## src/sv/spi_nor_erase_sequencer_core_defines.svh

```systemverilog
// Assertion helpers used by the erase sequencer back end.
`ifndef SPI_NOR_ERASE_SEQUENCER_CORE_DEFINES_SVH
`define SPI_NOR_ERASE_SEQUENCER_CORE_DEFINES_SVH

// Same-cycle implication, checked outside reset.
`define SNE_ASSERT_IMP(label, clk, rst_n, ante, cons, msg) \
	label: assert property (@(posedge clk) disable iff (!rst_n) (ante) |-> (cons)) \
		else $error(msg);

// Next-cycle implication, checked outside reset.
`define SNE_ASSERT_NXT(label, clk, rst_n, ante, cons, msg) \
	label: assert property (@(posedge clk) disable iff (!rst_n) (ante) |=> (cons)) \
		else $error(msg);

`endif

```

## src/sv/sne_pkg.sv

```systemverilog
`default_nettype none
package sne_pkg;

	// Configuration port geometry
	localparam int CFG_IDX_W  = 3;
	localparam int CFG_DATA_W = 28;

	// Live configuration registers
	typedef struct packed {
		logic [27:0] flash_bytes;
		logic [4:0]  log_erase_size;
		logic [7:0]  erase_opcode;
		logic        four_byte_addr;
		logic [15:0] block_timeout_ms;
		logic [17:0] chip_timeout_ms;
	} cfg_t;

	// Item classes handed from the front end to the sequencer
	typedef enum logic [2:0] {
		IC_REQ_CHIP,
		IC_REQ_RANGE,
		IC_REQ_EMPTY,
		IC_REQ_BAD,
		IC_STATUS,
		IC_TICK
	} item_code_t;

	typedef struct packed {
		item_code_t  code;
		logic [26:0] offset;
		logic [27:0] job_len;
		logic        busy;
	} q_item_t;

endpackage
`default_nettype wire

```

## src/sv/sne_if.sv

```systemverilog
`default_nettype none
// Request channel: erase requests, status replies and millisecond ticks
interface sne_req_if;
	logic        valid;
	logic        ready;
	logic [1:0]  req_type;
	logic        whole_chip;
	logic [26:0] offset;
	logic [27:0] length;
	logic [7:0]  status_byte;

	modport source (output valid, req_type, whole_chip, offset, length, status_byte,
		input ready);
	modport sink (input valid, req_type, whole_chip, offset, length, status_byte,
		output ready);
endinterface

// Result channel: flash commands and done reports
interface sne_res_if;
	logic        valid;
	logic        ready;
	logic        kind;
	logic [7:0]  opcode;
	logic [26:0] cmd_address;
	logic [2:0]  address_bytes;
	logic        wants_reply;
	logic [1:0]  done_status;
	logic [27:0] done_length;
	logic        last;

	modport source (output valid, kind, opcode, cmd_address, address_bytes, wants_reply,
		done_status, done_length, last, input ready);
	modport sink (input valid, kind, opcode, cmd_address, address_bytes, wants_reply,
		done_status, done_length, last, output ready);
endinterface
`default_nettype wire

```

## src/sv/sne_front.sv

```systemverilog
`default_nettype none
module sne_front
	import sne_pkg::*;
(
	input  wire logic                  clk,
	input  wire logic                  arst_n,
	input  wire logic                  cfg_we,
	input  wire logic [CFG_IDX_W-1:0]  cfg_index,
	input  wire logic [CFG_DATA_W-1:0] cfg_data,
	output cfg_t                       cfg,
	sne_req_if.sink                    req_ch,
	input  wire logic                  q_full,
	output logic                       push,
	output q_item_t                    push_item
);

	localparam logic [CFG_IDX_W-1:0] CFG_FLASH_BYTES = 3'd0;
	localparam logic [CFG_IDX_W-1:0] CFG_LOG_ERASE   = 3'd1;
	localparam logic [CFG_IDX_W-1:0] CFG_ERASE_OP    = 3'd2;
	localparam logic [CFG_IDX_W-1:0] CFG_FOUR_BYTE   = 3'd3;
	localparam logic [CFG_IDX_W-1:0] CFG_BLOCK_TMO   = 3'd4;
	localparam logic [CFG_IDX_W-1:0] CFG_CHIP_TMO    = 3'd5;

	localparam logic [1:0] RT_ERASE  = 2'd0;
	localparam logic [1:0] RT_STATUS = 2'd1;
	localparam logic [1:0] RT_TICK   = 2'd2;

	localparam logic [27:0] MAX_FLASH = 28'd134217728;

	cfg_t        cfg_q;
	logic [27:0] fsize;
	logic [27:0] align_mask;
	logic [27:0] off_ext;
	logic [28:0] range_end;
	logic        range_bad;

	// Configuration registers
	always_ff @(posedge clk or negedge arst_n) begin
		if (!arst_n) begin
			cfg_q.flash_bytes      <= 28'd16777216;
			cfg_q.log_erase_size   <= 5'd16;
			cfg_q.erase_opcode     <= 8'd216;
			cfg_q.four_byte_addr   <= 1'b0;
			cfg_q.block_timeout_ms <= 16'd1000;
			cfg_q.chip_timeout_ms  <= 18'd60000;
		end else if (cfg_we) begin
			case (cfg_index)
				CFG_FLASH_BYTES: cfg_q.flash_bytes      <= cfg_data;
				CFG_LOG_ERASE:   cfg_q.log_erase_size   <= cfg_data[4:0];
				CFG_ERASE_OP:    cfg_q.erase_opcode     <= cfg_data[7:0];
				CFG_FOUR_BYTE:   cfg_q.four_byte_addr   <= cfg_data[0];
				CFG_BLOCK_TMO:   cfg_q.block_timeout_ms <= cfg_data[15:0];
				CFG_CHIP_TMO:    cfg_q.chip_timeout_ms  <= cfg_data[17:0];
				default: ;
			endcase
		end
	end

	assign cfg = cfg_q;

	// Clamp the flash size and check the range against it
	assign fsize      = (cfg_q.flash_bytes > MAX_FLASH) ? MAX_FLASH : cfg_q.flash_bytes;
	assign align_mask = ~({28{1'b1}} << cfg_q.log_erase_size);
	assign off_ext    = {1'b0, req_ch.offset};
	assign range_end  = {1'b0, off_ext} + {1'b0, req_ch.length};
	assign range_bad  = !(off_ext < fsize) || (range_end > {1'b0, fsize}) ||
		(|(off_ext & align_mask)) || (|(req_ch.length & align_mask));

	// Classify the incoming item
	always_comb begin
		push_item.offset  = req_ch.offset;
		push_item.job_len = req_ch.whole_chip ? fsize : req_ch.length;
		push_item.busy    = req_ch.status_byte[0];
		push_item.code    = IC_TICK;
		push              = 1'b0;
		unique case (req_ch.req_type)
			RT_ERASE: begin
				push = 1'b1;
				if (req_ch.whole_chip)
					push_item.code = IC_REQ_CHIP;
				else if (range_bad)
					push_item.code = IC_REQ_BAD;
				else if (req_ch.length == 28'd0)
					push_item.code = IC_REQ_EMPTY;
				else
					push_item.code = IC_REQ_RANGE;
			end
			RT_STATUS: begin
				push           = 1'b1;
				push_item.code = IC_STATUS;
			end
			RT_TICK: begin
				push           = 1'b1;
				push_item.code = IC_TICK;
			end
			default: push = 1'b0;
		endcase
		push = push && req_ch.valid && !q_full;
	end

	assign req_ch.ready = !q_full;

endmodule
`default_nettype wire

```

## src/sv/sne_queue.sv

```systemverilog
`default_nettype none
module sne_queue
	import sne_pkg::*;
#(
	parameter int DEPTH = 4
) (
	input  wire logic    clk,
	input  wire logic    arst_n,
	input  wire logic    push,
	input  wire q_item_t push_item,
	input  wire logic    pop,
	output q_item_t      head,
	output logic         empty,
	output logic         full
);

	localparam int PW = (DEPTH > 1) ? $clog2(DEPTH) : 1;
	localparam int CW = $clog2(DEPTH + 1);
	localparam logic [PW-1:0] LAST_PTR = PW'(DEPTH - 1);

	q_item_t         mem_q [DEPTH];
	logic [PW-1:0]   wr_ptr_q;
	logic [PW-1:0]   rd_ptr_q;
	logic [CW-1:0]   count_q;

	// Store pushed items
	always_ff @(posedge clk) begin
		if (push)
			mem_q[wr_ptr_q] <= push_item;
	end

	// Advance pointers and occupancy
	always_ff @(posedge clk or negedge arst_n) begin
		if (!arst_n) begin
			wr_ptr_q <= '0;
			rd_ptr_q <= '0;
			count_q  <= '0;
		end else begin
			if (push)
				wr_ptr_q <= (wr_ptr_q == LAST_PTR) ? '0 : wr_ptr_q + 1'b1;
			if (pop)
				rd_ptr_q <= (rd_ptr_q == LAST_PTR) ? '0 : rd_ptr_q + 1'b1;
			if (push && !pop)
				count_q <= count_q + 1'b1;
			else if (pop && !push)
				count_q <= count_q - 1'b1;
		end
	end

	assign head  = mem_q[rd_ptr_q];
	assign empty = (count_q == '0);
	assign full  = (count_q == CW'(DEPTH));

endmodule
`default_nettype wire

```

## src/sv/sne_back.sv

```systemverilog
`default_nettype none
`include "spi_nor_erase_sequencer_core_defines.svh"
module sne_back
	import sne_pkg::*;
(
	input  wire logic    clk,
	input  wire logic    arst_n,
	input  wire cfg_t    cfg,
	input  wire q_item_t head,
	input  wire logic    empty,
	output logic         pop,
	sne_res_if.source    res_ch
);

	localparam logic [7:0] OP_WREN = 8'h06;
	localparam logic [7:0] OP_RDSR = 8'h05;
	localparam logic [7:0] OP_CHIP = 8'h60;

	localparam logic [1:0] ST_OK      = 2'd0;
	localparam logic [1:0] ST_INVALID = 2'd1;
	localparam logic [1:0] ST_TIMEOUT = 2'd2;
	localparam logic [1:0] ST_BUSY    = 2'd3;

	localparam logic PH_IDLE = 1'b0;
	localparam logic PH_POLL = 1'b1;

	localparam logic [1:0] SEQ_NONE  = 2'd0;
	localparam logic [1:0] SEQ_RDSR  = 2'd1;
	localparam logic [1:0] SEQ_ERASE = 2'd2;

	localparam logic [17:0] ELAPSED_MAX = 18'h3FFFF;

	typedef struct packed {
		logic        kind;
		logic [7:0]  opcode;
		logic [26:0] cmd_address;
		logic [2:0]  address_bytes;
		logic        wants_reply;
		logic [1:0]  done_status;
		logic [27:0] done_length;
		logic        last;
	} res_t;

	function automatic res_t mk_done(input logic [1:0] st, input logic [27:0] len);
		res_t r;
		r             = '0;
		r.kind        = 1'b1;
		r.done_status = st;
		r.done_length = len;
		r.last        = 1'b1;
		return r;
	endfunction

	function automatic res_t mk_cmd(input logic [7:0] op, input logic [26:0] addr,
		input logic [2:0] ab, input logic reply, input logic lst);
		res_t r;
		r               = '0;
		r.opcode        = op;
		r.cmd_address   = addr;
		r.address_bytes = ab;
		r.wants_reply   = reply;
		r.last          = lst;
		return r;
	endfunction

	// Job state
	logic        phase_q, phase_d;
	logic [26:0] baddr_q, baddr_d;
	logic [27:0] end_q, end_d;
	logic [17:0] elapsed_q, elapsed_d;
	logic        chip_q, chip_d;
	logic [27:0] jlen_q, jlen_d;

	// Pending tail of a three-command burst
	logic [1:0]  seq_q, seq_d;
	logic [7:0]  op2_q, op2_d;
	logic [26:0] addr2_q, addr2_d;
	logic [2:0]  ab2_q, ab2_d;
	logic        plan_we;

	// Output register
	res_t        out_q, res_d;
	logic        out_valid_q;
	logic        out_load;
	logic        res_we;

	logic [32:0] next_blk;
	logic [17:0] limit;
	logic [26:0] esrc;
	logic [26:0] eaddr;
	logic [2:0]  eab;
	logic        is_req;

	assign out_load = !out_valid_q || res_ch.ready;
	assign pop      = out_load && (seq_q == SEQ_NONE) && !empty;

	assign next_blk = {6'b0, baddr_q} + (33'd1 << cfg.log_erase_size);
	assign limit    = chip_q ? cfg.chip_timeout_ms : {2'b0, cfg.block_timeout_ms};
	assign esrc     = (head.code == IC_STATUS) ? next_blk[26:0] : head.offset;
	assign eaddr    = cfg.four_byte_addr ? esrc : {3'b0, esrc[23:0]};
	assign eab      = cfg.four_byte_addr ? 3'd4 : 3'd3;
	assign is_req   = (head.code == IC_REQ_CHIP) || (head.code == IC_REQ_RANGE) ||
		(head.code == IC_REQ_EMPTY) || (head.code == IC_REQ_BAD);

	// Execute the head item or drain the pending burst
	always_comb begin
		phase_d   = phase_q;
		baddr_d   = baddr_q;
		end_d     = end_q;
		elapsed_d = elapsed_q;
		chip_d    = chip_q;
		jlen_d    = jlen_q;
		seq_d     = seq_q;
		op2_d     = op2_q;
		addr2_d   = addr2_q;
		ab2_d     = ab2_q;
		plan_we   = 1'b0;
		res_d     = '0;
		res_we    = 1'b0;

		if (out_load && seq_q == SEQ_ERASE) begin
			res_d  = mk_cmd(op2_q, addr2_q, ab2_q, 1'b0, 1'b0);
			res_we = 1'b1;
			seq_d  = SEQ_RDSR;
		end else if (out_load && seq_q == SEQ_RDSR) begin
			res_d  = mk_cmd(OP_RDSR, 27'd0, 3'd0, 1'b1, 1'b1);
			res_we = 1'b1;
			seq_d  = SEQ_NONE;
		end else if (pop) begin
			if (is_req && phase_q == PH_POLL) begin
				// Reject a request while a job runs
				res_d  = mk_done(ST_BUSY, 28'd0);
				res_we = 1'b1;
			end else begin
				case (head.code)
					IC_REQ_CHIP: begin
						res_d     = mk_cmd(OP_WREN, 27'd0, 3'd0, 1'b0, 1'b0);
						res_we    = 1'b1;
						seq_d     = SEQ_ERASE;
						plan_we   = 1'b1;
						op2_d     = OP_CHIP;
						addr2_d   = 27'd0;
						ab2_d     = 3'd0;
						chip_d    = 1'b1;
						jlen_d    = head.job_len;
						elapsed_d = 18'd0;
						phase_d   = PH_POLL;
					end
					IC_REQ_RANGE: begin
						res_d     = mk_cmd(OP_WREN, 27'd0, 3'd0, 1'b0, 1'b0);
						res_we    = 1'b1;
						seq_d     = SEQ_ERASE;
						plan_we   = 1'b1;
						op2_d     = cfg.erase_opcode;
						addr2_d   = eaddr;
						ab2_d     = eab;
						chip_d    = 1'b0;
						jlen_d    = head.job_len;
						baddr_d   = head.offset;
						end_d     = {1'b0, head.offset} + head.job_len;
						elapsed_d = 18'd0;
						phase_d   = PH_POLL;
					end
					IC_REQ_EMPTY: begin
						res_d  = mk_done(ST_OK, 28'd0);
						res_we = 1'b1;
					end
					IC_REQ_BAD: begin
						res_d  = mk_done(ST_INVALID, 28'd0);
						res_we = 1'b1;
					end
					IC_STATUS: begin
						if (phase_q == PH_POLL) begin
							if (!head.busy) begin
								if (chip_q || next_blk >= {5'b0, end_q}) begin
									res_d   = mk_done(ST_OK, jlen_q);
									res_we  = 1'b1;
									phase_d = PH_IDLE;
								end else begin
									// Step to the next block
									res_d     = mk_cmd(OP_WREN, 27'd0, 3'd0, 1'b0, 1'b0);
									res_we    = 1'b1;
									seq_d     = SEQ_ERASE;
									plan_we   = 1'b1;
									op2_d     = cfg.erase_opcode;
									addr2_d   = eaddr;
									ab2_d     = eab;
									baddr_d   = next_blk[26:0];
									elapsed_d = 18'd0;
								end
							end else if (elapsed_q > limit) begin
								res_d   = mk_done(ST_TIMEOUT, 28'd0);
								res_we  = 1'b1;
								phase_d = PH_IDLE;
							end else begin
								res_d  = mk_cmd(OP_RDSR, 27'd0, 3'd0, 1'b1, 1'b1);
								res_we = 1'b1;
							end
						end
					end
					IC_TICK: begin
						if (phase_q == PH_POLL && elapsed_q != ELAPSED_MAX)
							elapsed_d = elapsed_q + 1'b1;
					end
					default: ;
				endcase
			end
		end
	end

	// Hold job and control state
	always_ff @(posedge clk or negedge arst_n) begin
		if (!arst_n) begin
			phase_q     <= PH_IDLE;
			baddr_q     <= '0;
			end_q       <= '0;
			elapsed_q   <= '0;
			chip_q      <= 1'b0;
			jlen_q      <= '0;
			seq_q       <= SEQ_NONE;
			out_valid_q <= 1'b0;
		end else begin
			phase_q   <= phase_d;
			baddr_q   <= baddr_d;
			end_q     <= end_d;
			elapsed_q <= elapsed_d;
			chip_q    <= chip_d;
			jlen_q    <= jlen_d;
			seq_q     <= seq_d;
			if (out_load)
				out_valid_q <= res_we;
		end
	end

	// Load payload registers
	always_ff @(posedge clk) begin
		if (plan_we) begin
			op2_q   <= op2_d;
			addr2_q <= addr2_d;
			ab2_q   <= ab2_d;
		end
		if (res_we)
			out_q <= res_d;
	end

	assign res_ch.valid         = out_valid_q;
	assign res_ch.kind          = out_q.kind;
	assign res_ch.opcode        = out_q.opcode;
	assign res_ch.cmd_address   = out_q.cmd_address;
	assign res_ch.address_bytes = out_q.address_bytes;
	assign res_ch.wants_reply   = out_q.wants_reply;
	assign res_ch.done_status   = out_q.done_status;
	assign res_ch.done_length   = out_q.done_length;
	assign res_ch.last          = out_q.last;

	`SNE_ASSERT_IMP(a_burst_has_output, clk, arst_n, seq_q != SEQ_NONE, out_valid_q,
		"burst tail pending without a result in the output register")
	`SNE_ASSERT_IMP(a_burst_in_poll, clk, arst_n, seq_q != SEQ_NONE, phase_q == PH_POLL,
		"burst tail pending while no job runs")
	`SNE_ASSERT_NXT(a_done_goes_idle, clk, arst_n,
		res_we && res_d.kind && res_d.done_status != ST_BUSY, phase_q == PH_IDLE,
		"done report issued but job still running")

endmodule
`default_nettype wire

```

## src/sv/spi_nor_erase_sequencer_core.sv

```systemverilog
`default_nettype none
// SPI NOR erase sequencer. Items on req_ch are erase requests, status-byte
// replies and millisecond ticks; req_ch stays ready while the four-entry item
// queue has room, so items may arrive every cycle. A classifier checks ranges
// against the live configuration on entry, and the sequencer behind the queue
// turns each item into flash commands and done reports on res_ch through an
// output register. A request or status reply that starts an erase yields
// write-enable, erase and read-status commands in that order; every other
// item leaves the queue with at most one result. The queue is held while
// the output register is stalled or the single burst sequencer has a tail.
// Configuration writes (cfg_we, cfg_index, cfg_data) take effect at once and
// belong in idle periods. No clearing pass follows reset.
module spi_nor_erase_sequencer_core
	import sne_pkg::*;
#(
	parameter int QUEUE_DEPTH = 4
) (
	input  wire logic                  clk,
	input  wire logic                  arst_n,
	input  wire logic                  cfg_we,
	input  wire logic [CFG_IDX_W-1:0]  cfg_index,
	input  wire logic [CFG_DATA_W-1:0] cfg_data,
	sne_req_if.sink                    req_ch,
	sne_res_if.source                  res_ch
);

	cfg_t    cfg;
	logic    q_full;
	logic    q_empty;
	logic    push;
	logic    pop;
	q_item_t push_item;
	q_item_t head;

	sne_front u_front (
		.clk       (clk),
		.arst_n    (arst_n),
		.cfg_we    (cfg_we),
		.cfg_index (cfg_index),
		.cfg_data  (cfg_data),
		.cfg       (cfg),
		.req_ch    (req_ch),
		.q_full    (q_full),
		.push      (push),
		.push_item (push_item)
	);

	sne_queue #(
		.DEPTH (QUEUE_DEPTH)
	) u_queue (
		.clk       (clk),
		.arst_n    (arst_n),
		.push      (push),
		.push_item (push_item),
		.pop       (pop),
		.head      (head),
		.empty     (q_empty),
		.full      (q_full)
	);

	sne_back u_back (
		.clk    (clk),
		.arst_n (arst_n),
		.cfg    (cfg),
		.head   (head),
		.empty  (q_empty),
		.pop    (pop),
		.res_ch (res_ch)
	);

endmodule
`default_nettype wire
```

## src/flat_wrapper.sv

```systemverilog
// flat-port wrapper written by rule: the top's interface ports become plain ports
module spi_nor_erase_sequencer_core_flat import sne_pkg::*;
#(
	parameter int QUEUE_DEPTH = 4
)
  (clk, arst_n, cfg_we, cfg_index, cfg_data, req_ch_valid, req_ch_req_type, req_ch_whole_chip, req_ch_offset, req_ch_length, req_ch_status_byte, req_ch_ready, res_ch_valid, res_ch_kind, res_ch_opcode, res_ch_cmd_address, res_ch_address_bytes, res_ch_wants_reply, res_ch_done_status, res_ch_done_length, res_ch_last, res_ch_ready);
  sne_req_if req_ch_i ();
  sne_res_if res_ch_i ();
  input  wire logic clk;
  input  wire logic arst_n;
  input  wire logic cfg_we;
  input  wire logic [CFG_IDX_W-1:0] cfg_index;
  input  wire logic [CFG_DATA_W-1:0] cfg_data;
  input wire logic [$bits(req_ch_i.valid)-1:0] req_ch_valid;
  input wire logic [$bits(req_ch_i.req_type)-1:0] req_ch_req_type;
  input wire logic [$bits(req_ch_i.whole_chip)-1:0] req_ch_whole_chip;
  input wire logic [$bits(req_ch_i.offset)-1:0] req_ch_offset;
  input wire logic [$bits(req_ch_i.length)-1:0] req_ch_length;
  input wire logic [$bits(req_ch_i.status_byte)-1:0] req_ch_status_byte;
  output wire logic [$bits(req_ch_i.ready)-1:0] req_ch_ready;
  output wire logic [$bits(res_ch_i.valid)-1:0] res_ch_valid;
  output wire logic [$bits(res_ch_i.kind)-1:0] res_ch_kind;
  output wire logic [$bits(res_ch_i.opcode)-1:0] res_ch_opcode;
  output wire logic [$bits(res_ch_i.cmd_address)-1:0] res_ch_cmd_address;
  output wire logic [$bits(res_ch_i.address_bytes)-1:0] res_ch_address_bytes;
  output wire logic [$bits(res_ch_i.wants_reply)-1:0] res_ch_wants_reply;
  output wire logic [$bits(res_ch_i.done_status)-1:0] res_ch_done_status;
  output wire logic [$bits(res_ch_i.done_length)-1:0] res_ch_done_length;
  output wire logic [$bits(res_ch_i.last)-1:0] res_ch_last;
  input wire logic [$bits(res_ch_i.ready)-1:0] res_ch_ready;
  assign req_ch_i.valid = req_ch_valid;
  assign req_ch_i.req_type = req_ch_req_type;
  assign req_ch_i.whole_chip = req_ch_whole_chip;
  assign req_ch_i.offset = req_ch_offset;
  assign req_ch_i.length = req_ch_length;
  assign req_ch_i.status_byte = req_ch_status_byte;
  assign req_ch_ready = req_ch_i.ready;
  assign res_ch_valid = res_ch_i.valid;
  assign res_ch_kind = res_ch_i.kind;
  assign res_ch_opcode = res_ch_i.opcode;
  assign res_ch_cmd_address = res_ch_i.cmd_address;
  assign res_ch_address_bytes = res_ch_i.address_bytes;
  assign res_ch_wants_reply = res_ch_i.wants_reply;
  assign res_ch_done_status = res_ch_i.done_status;
  assign res_ch_done_length = res_ch_i.done_length;
  assign res_ch_last = res_ch_i.last;
  assign res_ch_i.ready = res_ch_ready;
  spi_nor_erase_sequencer_core #(.QUEUE_DEPTH(QUEUE_DEPTH)) u_core (.clk(clk), .arst_n(arst_n), .cfg_we(cfg_we), .cfg_index(cfg_index), .cfg_data(cfg_data), .req_ch(req_ch_i), .res_ch(res_ch_i));
endmodule
```

## config.mk

```make
export PLATFORM = sky130hd
export DESIGN_NAME = spi_nor_erase_sequencer_core_flat
export DESIGN_NICKNAME = d
export VERILOG_FILES = /design/src/sv/sne_pkg.sv /design/src/sv/sne_if.sv /design/src/sv/sne_front.sv /design/src/sv/sne_queue.sv /design/src/sv/sne_back.sv /design/src/sv/spi_nor_erase_sequencer_core.sv /design/src/flat_wrapper.sv
export VERILOG_INCLUDE_DIRS = /design/src /design/src/sv
export SDC_FILE = /design/constraint.sdc
export NUM_CORES = 1
export LEC_CHECK = 0
export ABC_AREA = 1
export BUFFER_PORTS_ARGS = -buffer_cell sky130_fd_sc_hd__buf_2
export CAP_MARGIN = 20
export CORE_ASPECT_RATIO = 1.2
export CORE_UTILIZATION = 65
export DETAILED_ROUTE_END_ITERATION = 8
export PLACE_DENSITY = 0.84
export SLEW_MARGIN = 40
export SYNTH_ARGS = -nofsm -noshare
export SYNTH_HDL_FRONTEND = slang
export SYNTH_SLANG_ARGS = --single-unit
export TNS_END_PERCENT = 1
```

## constraint.sdc

```tcl
create_clock -name clk -period 8.8 [get_ports clk]
set_input_delay 0.88 -clock clk [delete_from_list [all_inputs] [get_ports clk]]
set_output_delay 0.88 -clock clk [all_outputs]
set_load 0.005 [all_outputs]
```

# After elaboration in Yosys (flattened, before gate mapping)
# Memories as Yosys holds them, arrays and structs flattened.
# Cells that the tools add are included.
[word_totals]
register_bits = 298
ram_bits = 236
output_inout_bits = 73
elab_cells = 210
n_memories = 1
[classes]
n_addsub = 8
n_lt_le_gt_ge = 5
eq_ne = 26
shift = 2
muxes = 74
n_bitwise = 7
n_reduce_logical = 59
[mem_list]
columns = ["name", "depth", "width", "rd", "rd_ports_with_merged_regs", "write_ports", "line", "source"]
rows = [
  ["u_core.u_queue.mem_q", 4, 59, 1, 0, 1, "sne_queue.sv:21", "q_item_t mem_q [DEPTH];"],
]
[op_table]
columns = ["cell", "n"]
rows = [
  ["2-to-1 mux 71 bit", 5],
  ["one-hot mux 71 bit (4 select lines)", 1],
  ["2-to-1 mux 27 bit", 8],
  ["2-to-1 mux 70 bit", 3],
  ["2-to-1 mux 18 bit", 5],
  ["one-hot mux 27 bit (3 select lines)", 1],
  ["2-to-1 mux 28 bit", 2],
  ["OR reduction 28 bit", 2],
  ["one-hot mux 18 bit (3 select lines)", 1],
  ["one-hot mux 27 bit (2 select lines)", 1],
  ["adder 27 x 33 -> 33 bit", 1],
  [">= comparator 33 x 28 -> 1 bit", 1],
  ["<< shifter 1 x 5 -> 33 bit (first input constant)", 1],
  ["adder 27 x 28 -> 29 bit", 1],
  ["> comparator 29 x 28 -> 1 bit", 1],
  ["adder 27 x 28 -> 28 bit", 1],
  ["AND 27 x 28 -> 28 bit", 1],
  ["AND 28 bit", 1],
  ["> comparator 28 bit (second input constant)", 1],
  ["zero test 28 bit", 1],
  ["less-than comparator 27 x 28 -> 1 bit", 1],
  ["NOT 28 bit", 1],
  ["<< shifter 28 x 5 -> 28 bit (first input constant)", 1],
  ["2-to-1 mux 2 bit", 12],
  ["40 further kinds", 127],
]

# Longest topological paths before layout
[depth]
ltp_word = 13
ltp_mapped = 36
mapped_depth_nobuf = 33

# By module
# From an unflattened synthesis, not the netlist that was laid out.
[unflattened]
hier_cells = 3287
area_unflattened_um2 = 29869.9
[by_module_without_submodules]
columns = ["mod", "instances", "cells_per_inst", "area_per_inst_um2", "seq_area_each_um2"]
rows = [
  ["sne_back", 1, 1604, 13287.7, 5865.6],
  ["sne_queue", 1, 741, 9882.0, 7262.0],
  ["sne_front", 1, 942, 6700.2, 1925.6],
]

# Least setup slack after synthesis
# OpenSTA, ideal clock, no wires.
[synth_path]
path_kind = "register to register"
startpoint = "register u_core.u_front.cfg_q (netlist bit u_core.u_front.cfg[47])"
endpoint = "register u_core.u_back.ab2_q[0] (enable)"
setup_time_ns = 0.431
arrival_ns = 5.367
t_required_ns = 8.369
setup_slack_ns = 3.002
path_stages_with_launch = 30
cell_sequence = "dfstp_2 -> clkbuf_1 -> inv_1 -> clkbuf_1 -> nand2_1 -> nor2_1 -> ha_1 -> a21o_1 -> a21oi_1 -> o21ai_0 -> nand2_1 -> nand3_1 -> nand3_1 -> nand2_1 -> or2_2 -> and2_1 -> ha_1 -> nand2_1 -> inv_1 -> nand3_1 -> inv_1 -> a21oi_1 -> nand2_1 -> nand2_1 -> nand2_1 -> nand2_1 -> nand3_1 -> nand2_1 -> nand2_1 -> nor2_1"
[synth_between]
elab_chain_cells = 13
elab_cells_between_ends = 14
classes_between = "add/sub: 1; order compare: 1; eq/ne: 1; shift: 1; mux: 8; reduce/logical: 2"
[synth_lines]
columns = ["element", "line", "source"]
rows = [
  ["start: declaration", "sne_front.sv:30", "cfg_t cfg_q;"],
  ["<< shifter 1 x 5 -> 33 bit *", "sne_back.sv:97", "assign next_blk = {6'b0, baddr_q} + (33'd1 << cfg.log_erase_size);"],
  ["adder 27 x 33 -> 33 bit *", "sne_back.sv:97", ""],
  [">= comparator 33 x 28 -> 1 bit *", "sne_back.sv:175", "if (chip_q || next_blk >= {5'b0, end_q}) begin"],
  ["logical OR 1 bit *", "sne_back.sv:175", ""],
  ["2-to-1 mux 1 bit", "sne_back.sv:175", ""],
  ["2-to-1 mux 1 bit", "sne_back.sv:174", "if (!head.busy) begin"],
  ["2-to-1 mux 1 bit", "sne_back.sv:173", "if (phase_q == PH_POLL) begin"],
  ["one-hot mux 1 bit (2 select lines)", "sne_back.sv:135", "case (head.code)"],
  ["2-to-1 mux 1 bit", "sne_back.sv:130", "if (is_req && phase_q == PH_POLL) begin"],
  ["2-to-1 mux 1 bit", "sne_back.sv:129", "end else if (pop) begin"],
  ["2-to-1 mux 1 bit", "sne_back.sv:125", "end else if (out_load && seq_q == SEQ_RDSR) begin"],
  ["2-to-1 mux 1 bit", "sne_back.sv:121", "if (out_load && seq_q == SEQ_ERASE) begin"],
  ["AND reduction 9 bit (no line) *", "-", ""],
  ["end signal: assignment", "sne_back.sv:240", "ab2_q <= ab2_d;"],
  ["end: declaration", "sne_back.sv:78", "logic [2:0] ab2_q, ab2_d;"],
]
# Mark *: on every way between the ends. The rest lies on a longest branch, timed or not.
# A chain may end at the register's enable or synchronous reset.

# Final worst setup path
[layout_path]
startpoint = "register u_core.u_front.cfg_q (netlist bit u_core.u_front.cfg[45])"
endpoint = "register u_core.u_back.addr2_q[11] (enable)"
[layout_between]
elab_chain_cells = 13
elab_cells_between_ends = 14
classes_between = "add/sub: 1; order compare: 1; eq/ne: 1; shift: 1; mux: 8; reduce/logical: 2"
[layout_lines]
columns = ["element", "line", "source"]
rows = [
  ["<< shifter 1 x 5 -> 33 bit *", "sne_back.sv:97", ""],
  ["adder 27 x 33 -> 33 bit *", "sne_back.sv:97", ""],
  [">= comparator 33 x 28 -> 1 bit *", "sne_back.sv:175", ""],
  ["logical OR 1 bit *", "sne_back.sv:175", ""],
  ["2-to-1 mux 1 bit", "sne_back.sv:175", ""],
  ["2-to-1 mux 1 bit", "sne_back.sv:174", ""],
  ["2-to-1 mux 1 bit", "sne_back.sv:173", ""],
  ["one-hot mux 1 bit (2 select lines)", "sne_back.sv:135", ""],
  ["2-to-1 mux 1 bit", "sne_back.sv:130", ""],
  ["2-to-1 mux 1 bit", "sne_back.sv:129", ""],
  ["2-to-1 mux 1 bit", "sne_back.sv:125", ""],
  ["2-to-1 mux 1 bit", "sne_back.sv:121", ""],
  ["AND reduction 9 bit (no line) *", "-", ""],
  ["end signal: assignment", "sne_back.sv:239", "addr2_q <= addr2_d;"],
  ["end: declaration", "sne_back.sv:77", "logic [26:0] addr2_q, addr2_d;"],
]
# Marks and branches as above.

==> flow_summary.json <==
{
  "synth.area.top_cells": "edfxtp_1 36%, dfrtp_1 15%, nand2_1 9.1%",
  "dpl.cell_count": 3797,
  "rsz0062_at_grt": "no",
  "cts_made_buffers": 51,
  "ys_types": 62,
  "gp_congestion": 0.976,
  "place.port_buffers": 167,
  "vdd_drop_max_mv": 0.268,
  "wl_per_cell_um": 21.9,
  "die-area_um2": 45300,
  "worstReg2RegEnd": "u_core.u_back.addr2_q[11]$_SDFFCE_PP0P_",
  "start_util": 0.660,
  "syn_to_final_growth_pct": 10.5,
  "final_max_slew_viol_count": 0,
  "syn_nets": 3445,
  "slowest_delay_ns": 0.54,
  "cts_resized": 0,
  "grt_max_degree": 123,
  "antenna_found_initial": 2,
  "syn_avg_cell_area_um2": 9.18,
  "reg2reg_setup_slack_ns": 2.50,
  "arrival_ns": 6.60,
  "totalWireLength_mm": 85.3,
  "critPathRequiredTime_ns": 9.10,
  "fin_crit_sh": 0.716,
  "cts_tree": "yes",
  "crit_top_cell": "nand2_1",
  "synthMostInstantiatedCell": "nand2_1",
  "hold_buffers": 0,
  "fillers": 3120,
  "powerDensity_nw_per_um2": 353,
  "crit_fanout": 20,
  "dr.first_iter.drc_count": 2394,
  "grt_usage": 0.375,
  "cp_slowest_cell": "o21ai_0",
  "core_um2": 43800,
  "min_period_ns": 6.30,
  "cts.sinks": 532,
  "cp-start-kind": "flip-flop",
  "hpwl_mm": 62.6,
  "tns_ns": 0,
  "post-cts-setup-buffers": 0,
  "final-instance-count-excl-fill": 3896,
  "hold_path_class": "in -> async",
  "yosysWarnings": 0,
  "root_buffer": "clkbuf_16",
  "viasPerCell": 6.19,
  "die_w_um": 195,
  "yosysTopAreaCell": "edfxtp_1",
  "chipHeight_um": 233,
  "ys_seq_area_frac": 0.520,
  "cts.path.max_buffers": 3,
  "relSlewSlack": 0.372,
  "cts-htree-levels": 2,
  "final-setup-viol-count": 0,
  "place_ws_ns": 2.62,
  "drive_above_1_share": 0.109,
  "setup_ws_ns": 2.50,
  "synth_edf_count": 343,
  "ys_async_sr_fraction": 0.355,
  "first_global_vias": 23300,
  "synth_top_area_frac": 0.356,
  "clock_latency_ns": 0.61,
  "fin_nets": 3588,
  "p_leak_uw": 0.0144,
  "dr.pass1.iters": 8,
  "rows": 84,
  "drc": 0,
  "path_class": "reg -> reg",
  "final_antenna_net_count": 0,
  "grt_pass1_wl_mm": 128,
  "worstRegToRegCells": 28,
  "worst_slew_pin_slew_ns": 0.942,
  "ios": 175,
  "grt_overflow": 0,
  "hold_viol": 0,
  "synth_cells": 3151,
  "clk_pin_slew_worst_paths_ns": 0.06,
  "mappedNetlistArea_um2": 28900,
  "synth_flop_cell": "edfxtp_1",
  "fmax_mhz": 159,
  "ys_ff_latch": 532,
  "crit-reg2reg-launch": "u_core.u_front.cfg[45]$_DFFE_PN0P_",
  "vias": 24100,
  "maxCapViolCount": 0,
  "whs_ns": 0.276,
  "end_kind": "flip-flop",
  "worst_clock_skew_ns": 0.0186,
  "status": "complete, no violations",
  "synth_common_cells": "702 x nand2_1, 343 x edfxtp_1, 331 x nor2_1"
}
-- routing by layer --
layer  track usage  share of wire  up-vias
li1              -              -    11100
met1         0.452           0.37    11400
met2         0.627           0.48     1360
met3        0.0546          0.083      328
met4         0.254          0.072        2
met5             0        0.00015        -
-- cells by family after synthesis --
| logic type | share of synthesized area |
|---|---|
| and+or+nand+nor | 0.181 |
| AOI/OAI and AO/OA | 0.121 |
| DFF | 0.520 |
| buffers and inverters | 0.0574 |
| adders and majority gates | 0.0841 |
| xor gates and xnor gates | 0.0230 |
| muxes | 0.0125 |
-- worst max-delay path by stage --
stage / startpoint / to / slack (ns)
finish: u_core.u_front.cfg[45]$_DFFE_PN0P_ / u_core.u_back.addr2_q[11]$_SDFFCE_PP0P_ / 2.50
global route: u_core.u_front.cfg[47]$_DFFE_PN1P_ / u_core.u_back.addr2_q[15]$_SDFFCE_PP0P_ / 2.06
CTS: u_core.u_front.cfg[45]$_DFFE_PN0P_ / u_core.u_back.addr2_q[11]$_SDFFCE_PP0P_ / 2.57
detailed placement: u_core.u_front.cfg[45]$_DFFE_PN0P_ / u_core.u_back.addr2_q[9]$_SDFFCE_PP0P_ / 2.62
global placement: u_core.u_front.cfg[45]$_DFFE_PN0P_ / u_core.u_back.addr2_q[9]$_SDFFCE_PP0P_ / 2.60
floorplan: u_core.u_front.cfg[47]$_DFFE_PN1P_ / u_core.u_back.ab2_q[0]$_SDFFCE_PP0P_ / 3.00
-- final cells by class --
type                    count  area (um2)  area share
well taps                 559         699      0.0219
multi-input cells        2204       12300       0.384
inverters                 312        1170      0.0367
clock buffers              69        1370      0.0428
flip-flops and latches    532       15100       0.471
clock inverters            26         236     0.00740
diodes                      1        2.50   0.0000783
repair buffers            193        1150      0.0359
-- critical path: cells and delay by family, from the launching register on --
kind / cells / cell delay [ns]
simple gates: 16 / 2.49
buf+inv: 3 / 0.60
flops: 1 / 0.53
fa+ha+maj: 3 / 0.99
xor+xnor: 1 / 0.32
compound gates: 5 / 1.06
-- metrics by stage --
step	total power, uW	utilization	cell area, um2
floorplan	7280	-	28900
CTS	11200	0.728	31900
finish	11300	0.729	32000
global placement	8770	0.688	30100
global route	11900	0.729	32000
detailed placement	9030	0.691	30300
-- sequential cells by signal, indices dropped and copies added, names as in the netlist, 2 cells and up --
signal                              count
u_core.u_queue.mem_q                  236
u_core.u_back.res_ch.done_length       28
u_core.u_queue.count_q                  3
u_core.u_back.op2_q                     8
u_core.u_back.jlen_q                   28
u_core.u_back.res_ch.address_bytes      2
u_core.u_back.seq_q                     2
u_core.u_back.res_ch.cmd_address       27
u_core.u_back.res_ch.opcode             8
u_core.u_back.baddr_q                  27
u_core.u_back.ab2_q                     2
u_core.u_queue.wr_ptr_q                 2
u_core.u_front.cfg                     76
u_core.u_back.elapsed_q                18
u_core.u_queue.rd_ptr_q                 2
u_core.u_back.addr2_q                  27
u_core.u_back.end_q                    28
u_core.u_back.res_ch.done_status        2
-- placed cells by master (no fill, tap or decap), types with 23 or more instances in the layout --
| cell | n |
|---|---|
| nand4_1 | 28 |
| clkbuf_16 | 53 |
| dfrtp_1 | 168 |
| o22ai_1 | 34 |
| xor2_1 | 55 |
| mux2i_1 | 26 |
| o21ai_0 | 264 |
| o21ai_1 | 23 |
| inv_1 | 304 |
| ha_1 | 188 |
| nand3_1 | 131 |
| edfxtp_1 | 343 |
| buf_2 | 168 |
| nand2_1 | 698 |
| nor3_1 | 23 |
| a21oi_1 | 200 |
| nor2_1 | 325 |
-- report_power, final --
part	total [uW]	switching, uW	leakage (uW)	internal (uW)
Sequential	3860	308	0.00555	3550
Combinational	5300	3670	0.00807	1620
Clock	2140	955	0.000793	1190
Note: power is estimated with default switching activity, not from simulation.
